$ cat config.mk
export PLATFORM = sky130hd
export DESIGN_NAME = nps_mul
export DESIGN_NICKNAME = d
export VERILOG_FILES = /design/src/nps_pkg.sv /design/src/nps_mul.sv
export SDC_FILE = /design/constraint.sdc
export NUM_CORES = 2
export LEC_CHECK = 0
export ABC_AREA = 1
export BUFFER_PORTS_ARGS = -buffer_cell sky130_fd_sc_hd__buf_2
export CORE_MARGIN = 2
export CORE_UTILIZATION = 48
export CTS_CLUSTER_SIZE = 16
export DETAILED_ROUTE_END_ITERATION = 10
export PLACE_DENSITY = 0.65
export SLEW_MARGIN = 0
export SYNTH_ARGS = -nofsm -noshare
export SYNTH_HDL_FRONTEND = slang
export SYNTH_SLANG_ARGS = --single-unit
$ cat constraint.sdc
create_clock -name clk_i -period 9.55 [get_ports clk_i]
set_input_delay 0 -clock clk_i [delete_from_list [all_inputs] [get_ports clk_i]]
set_output_delay 0 -clock clk_i [all_outputs]
set_load 0.02 [all_outputs]
$ cat src/nps_pkg.sv
package nps_pkg;

  localparam int unsigned LIMB_W  = 32;
  localparam int unsigned A_LIMBS = 5;
  localparam int unsigned B_LIMBS = 3;
  localparam int unsigned A_W     = LIMB_W * A_LIMBS;
  localparam int unsigned B_W     = LIMB_W * B_LIMBS;
  localparam int unsigned P_W     = A_W + B_W;
  localparam int unsigned AI_W    = $clog2(A_LIMBS);
  localparam int unsigned BI_W    = $clog2(B_LIMBS);
  localparam int unsigned SH_W    = $clog2(A_LIMBS + B_LIMBS - 1);

  localparam int unsigned THR_W = 40;
  localparam int unsigned LEN_W = 2 * LIMB_W + 1;
  localparam int unsigned SUM_W = LEN_W + 1;
  localparam int unsigned SQR_W = 2 * LEN_W;
  localparam int unsigned CMP_W = SQR_W + LEN_W;

  localparam int unsigned LEN_LAST = (LEN_W + LIMB_W - 1) / LIMB_W - 1;
  localparam int unsigned THR_LAST = (THR_W + LIMB_W - 1) / LIMB_W - 1;
  localparam int unsigned SQR_LAST = (SQR_W + LIMB_W - 1) / LIMB_W - 1;

  typedef enum logic [1:0] {
    OPC_START  = 2'd0,
    OPC_APPEND = 2'd1,
    OPC_QUERY  = 2'd2
  } opcode_e;

  typedef struct packed {
    logic            start;
    logic [AI_W-1:0] a_last;
    logic [BI_W-1:0] b_last;
  } mul_cmd_t;

endpackage

$ cat src/nps_mul.sv
module nps_mul import nps_pkg::*; (
  input  logic           clk_i,
  input  logic           rst_ni,
  input  mul_cmd_t       cmd_i,
  input  logic [A_W-1:0] a_i,
  input  logic [B_W-1:0] b_i,
  output logic           done_o,
  output logic [P_W-1:0] p_o
);

  logic [A_W-1:0]      a_q;
  logic [B_W-1:0]      b_q;
  logic [AI_W-1:0]     i_q, a_last_q;
  logic [BI_W-1:0]     j_q, b_last_q;
  logic                issue_q, pv_q, plast_q, done_q;
  logic [2*LIMB_W-1:0] prod_q;
  logic [SH_W-1:0]     sh_q;
  logic [P_W-1:0]      acc_q;
  logic [LIMB_W-1:0]   a_limb, b_limb;
  logic                last_pair;

  assign a_limb    = a_q[i_q*LIMB_W +: LIMB_W];
  assign b_limb    = b_q[j_q*LIMB_W +: LIMB_W];
  assign last_pair = (i_q == a_last_q) && (j_q == b_last_q);

  always_ff @(posedge clk_i or negedge rst_ni) begin
    if (!rst_ni) begin
      issue_q  <= 1'b0;
      pv_q     <= 1'b0;
      plast_q  <= 1'b0;
      done_q   <= 1'b0;
      i_q      <= '0;
      j_q      <= '0;
      a_last_q <= '0;
      b_last_q <= '0;
    end else begin
      done_q  <= pv_q && plast_q;
      pv_q    <= issue_q;
      plast_q <= issue_q && last_pair;
      if (cmd_i.start) begin
        issue_q  <= 1'b1;
        i_q      <= '0;
        j_q      <= '0;
        a_last_q <= cmd_i.a_last;
        b_last_q <= cmd_i.b_last;
      end else if (issue_q) begin
        if (j_q == b_last_q) begin
          j_q <= '0;
          if (i_q == a_last_q) begin
            issue_q <= 1'b0;
          end else begin
            i_q <= i_q + AI_W'(1);
          end
        end else begin
          j_q <= j_q + BI_W'(1);
        end
      end
    end
  end

  always_ff @(posedge clk_i) begin
    prod_q <= (2*LIMB_W)'(a_limb) * (2*LIMB_W)'(b_limb);
    sh_q   <= SH_W'(i_q) + SH_W'(j_q);
    if (cmd_i.start) begin
      a_q   <= a_i;
      b_q   <= b_i;
      acc_q <= '0;
    end else if (pv_q) begin
      acc_q <= acc_q + (P_W'(prod_q) << (LIMB_W * sh_q));
    end
  end

  assign done_o = done_q;
  assign p_o    = acc_q;

endmodule

# After elaboration in Yosys (flattened, before gate mapping)
# Index checks and enable logic that the tools add are counted.
# W data, S select, Z words.
# totals
register_bits	593
inputBits	264
out_inout_bits	257
elab_cells	41
# op_classes
n_addsub	4
mul	1
n_eq_ne	3
shift	3
mux	11
reduce_logical	6
# ops
operator	count
$add A256 B256 Y256	1
$shl A64 B8 Y256	1
$shiftx A160 B9 Y32	1
$shiftx A96 B8 Y32	1
$mul A32 B32 Y64	1
$mux W3	4
$mux W2	3
$mux W1	4
$reduce_bool A2 Y1	2
$add A3 B1 Y3 const B	1
$add A3 B2 Y3	1
$eq A3 B3 Y1	1
$logic_and A1 B1 Y1	3
$reduce_and A3 Y1	1
$add A2 B1 Y2 const B	1
$eq A2 B2 Y1	1
$ne A2 B2 Y1 const B	1

# Longest topological paths before layout
# logic_depth
word_depth	5
mapped_depth	35
ltp_nobuf	32

# Worst setup path before layout
# Ideal clock, no wire load.
# synth_path
path_type	reg-to-reg
from	register i_q[0]
to	register prod_q[56]
setup_time_ps	112
arrival_ps	7288
required_time_ps	9438
slack_ps	2150
path_stages_with_launch	30
path_buffers	3
period_less_slack_ps	7400
path_cell_list	dfrtp_1 > inv_1 > buf_2 > buf_2 > nand2_1 > a221o_1 > nand2_2 > inv_2 > buf_2 > nor2_1 > fa_1 > fa_1 > inv_1 > fa_1 > fa_1 > inv_1 > fa_1 > fa_1 > fa_1 > inv_1 > fa_1 > inv_1 > ha_1 > a21oi_1 > o21ai_0 > a21boi_0 > o21ai_0 > a221oi_1 > a21o_1 > nand2_1
# synth_between
elab_chain_len	2
# synth_lines
element	line	rtl
from (decl)	nps_mul.sv:13	logic [AI_W-1:0] i_q, a_last_q;
from (signal assigned)	nps_mul.sv:52	i_q <= i_q + AI_W'(1);
$shiftx A160 B9 Y32	nps_mul.sv:22	assign a_limb = a_q[i_q*LIMB_W +: LIMB_W];
$mul A32 B32 Y64	nps_mul.sv:62	prod_q <= (2*LIMB_W)'(a_limb) * (2*LIMB_W)'(b_limb);
to (signal assigned)	nps_mul.sv:62	
to (decl)	nps_mul.sv:16	logic [2*LIMB_W-1:0] prod_q;
# No other way between the ends.
# A chain may end at the register's enable or synchronous reset.

# Worst setup path after layout
# layout_path
from	register i_q[0]
to	register prod_q[35]
# The elaborated chain is that of the path after synthesis.

==> flow_metrics.tcl <==
set metrics [dict create \
    status "completed" \
    start_kind "flop" \
    drc 0 \
    num-nets-final 16600 \
    crit_family "adder cells" \
    cts_buffer_depth 3 \
    reg2reg_to "prod_q[35]" \
    cap_violations 0 \
    crit_path_start "i_q[0]" \
    clock_skew_ns 0.0660 \
    drive_above_1_share_pct 10.7 \
    synth_ff_type "dfxtp_1" \
    dieArea_um2 190000 \
    insertion_delay_ns 0.76 \
    grt_max_degree 164 \
    finalHoldViolations 0 \
    yosysUniqueCellTypes 57 \
    antenna_found_initial 50 \
    hold_depth 2 \
    yosysTopAreaCell "fa_1" \
    clock.fmax_mhz 107 \
    dp_hpwl_um 374000 \
    clock_sinks 593 \
    ant_nets 0 \
    slew_violations 0 \
    slew-limit-headroom_pct 7.29 \
    synth-edff-count 256 \
    fillerInstances 18700 \
    cp_slowest_cell "fa_1" \
    critPathCaptureType "flop" \
    place_congestion 1.15 \
    rsz0062_at_grt "false" \
    synth_area_um2 89300 \
    dieWidth_um 435 \
    cts-root-buf "clkbuf_16" \
    hp-start "a_i[72]" \
    grt_pass1_vias 91800 \
    r2r_slack_ns 0.21 \
    critPathMaxStageDelay_ns 0.57 \
    synthToLayoutAreaGrowth_pct 15.3 \
    yosysSeqAreaShare_pct 16.2 \
    yosysTopAreaCellShare_pct 20.1 \
    clk_pin_slew_worst_paths_ns 0.07 \
    synth_fp_nets 15700 \
    grtUsageTotal_pct 47.7 \
    ys_async_sr_fraction_pct 2.36 \
    setup_viol 0 \
    hold_class "in -> reg" \
    endpoint "prod_q[35]" \
    arrival_ns 9.92 \
    cp_max_fo 42 \
    cts_tree "done" \
    portBuffers 520 \
    grt_pass1_wl_um 644000 \
    yosys-top-cells-area "fa_1 20%, nand2_1 18%, inv_1 14%" \
    dr_total_vias 95200 \
    num_io_pins 521 \
    overflow 0 \
    ys_ff_latch 593 \
    worstSetupPathType "reg -> reg" \
    path_buf_inv 7 \
    vias_per_cell 5.43 \
    r2r_start "i_q[0]" \
    syn_avg_cell_area_um2 6.38 \
    syn_inst 14000 \
    r2r_cells 28 \
    crit_top_cell "fa_1" \
    rows 158 \
    ctsHtreeMaxLevel 3 \
    avgRoutedWirePerCell_um 26.4 \
    path_depth 28 \
    routed_wirelength_um 462000 \
    core-area_um2 185000 \
    tightest_slew_ns 1.39 \
    die_y_um 435 \
    tns_ns 0 \
    fin_crit_ns 9.34 \
    finalCritPeriodShare_pct 97.8 \
    cts_setup_buffers 0 \
    first_iter_violations 11800 \
    crit_required_ns 10.13 \
    ys_warn_count 0 \
    cts_buffers 77 \
    dr.pass1.iters 9 \
    initial_utilization_pct 48.2 \
]
registers in the layout, summed over array words and instances (netlist names), 2 cells and up:
| signal | cells |
|---|---|
| prod_q | 64 |
| b_last_q | 2 |
| p_o | 256 |
| a_q | 160 |
| a_last_q | 3 |
| i_q | 3 |
| j_q | 2 |
| b_q | 96 |
| sh_q | 3 |
synth_stat cells (14+ instances only):
cell,number
edfxtp_1,256
a32oi_2,21
nand3_2,25
o21bai_1,21
inv_1,3231
mux2i_1,31
nor3_1,60
xnor2_1,45
a221o_1,32
nand4_1,24
o22ai_1,32
nand2_2,91
nor2_1,1958
nor3_2,26
dfxtp_1,323
clkinv_1,23
fa_1,898
clkbuf_1,171
dfrtp_1,14
o211ai_1,19
nand2_1,4297
nand3_1,303
buf_1,14
or2_2,60
nor2_2,275
o21ai_1,22
a31oi_1,54
a21oi_1,338
nor2_4,30
o21ai_0,198
a21o_1,16
buf_2,135
inv_2,223
xor2_1,149
ha_1,520
cell type report:
class / instances / area, um2 / area share, %
repair buffers: 1189 / 8960 / 8.70
inverters: 3477 / 13100 / 12.7
well taps: 2480 / 3100 / 3.01
clock inverters: 58 / 766 / 0.743
diodes: 43 / 108 / 0.104
flip-flops and latches: 593 / 14500 / 14.1
multi-input cells: 9601 / 60600 / 58.8
clock buffers: 85 / 1980 / 1.92
timing repair:
| item | in CTS | in global routing |
|---|---|---|
| hold endpoints to repair | 342 | 2 |
| hold buffers | 503 | 2 |
| endpoints found under the setup margin | 0 | 8 |
| gates resized for setup | 0 | 2 |
worst min path at each step:
stage,end,slack (ns)
2_1_floorplan,a_last_q[0],-0.30
3_3_place_gp,a_last_q[2],-0.07
3_5_place_dp,a_last_q[1],-0.07
4_1_cts,b_q[65],0.0000007
5_1_grt,a_q[104],0.03
6_report,a_q[72],0.05
cell usage in the layout, fill, tap and decap left out, drive strengths merged, types with 7 or more instances in the layout:
cell / count
a21o: 16
a21oi: 338
a221o: 32
a31oi: 54
a32oi: 32
buf: 684
bufinv: 10
clkbuf: 85
clkinv: 56
clkinvlp: 7
dfrtp: 14
dfxtp: 323
diode: 43
dlygate4sd3: 505
edfxtp: 256
fa: 898
ha: 520
inv: 3462
mux2i: 31
nand2: 4389
nand3: 328
nand4: 24
nor2: 2263
nor3: 86
o211ai: 19
o21ai: 221
o21bai: 21
o22ai: 32
or2: 66
xnor2: 45
xor2: 149
logic make-up after synthesis:
family	synth area share [%]
AND/OR/NAND/NOR	32.7
buffers and inverters	16.2
adder cells (fa/ha/maj)	27.4
AO/OA/AOI/OAI	5.23
flip-flops	16.2
XOR/XNOR	1.90
multiplexers	0.347
layer usage:
layer / GRT usage, % / share of wire, %
met1: 55.6 / 35
met2: 72.2 / 42
met3: 11.5 / 11
met4: 44.4 / 12
met5: 0 / 0.024
stage by stage:
| stage | worst slack [ns] | area (um2) | hold WS [ns] | cells | utilization (%) |
|---|---|---|---|---|---|
| floorplan | 2.15 | 89300 | -0.296 | 14000 | - |
| global placement | 0.566 | 95100 | -0.0687 | 16800 | 51.4 |
| detailed placement | 0.583 | 95100 | -0.0655 | 16800 | 51.4 |
| CTS | 0.564 | 103000 | 0.000000666 | 17500 | 55.6 |
| global route | 0.0382 | 103000 | 0.0277 | 17500 | 55.6 |
| finish | 0.214 | 103000 | 0.0480 | 17500 | 55.6 |
Power is left out: the tool's default activity adds up to more than one toggle a clock period on the data nets, which glitch-free logic cannot reach.
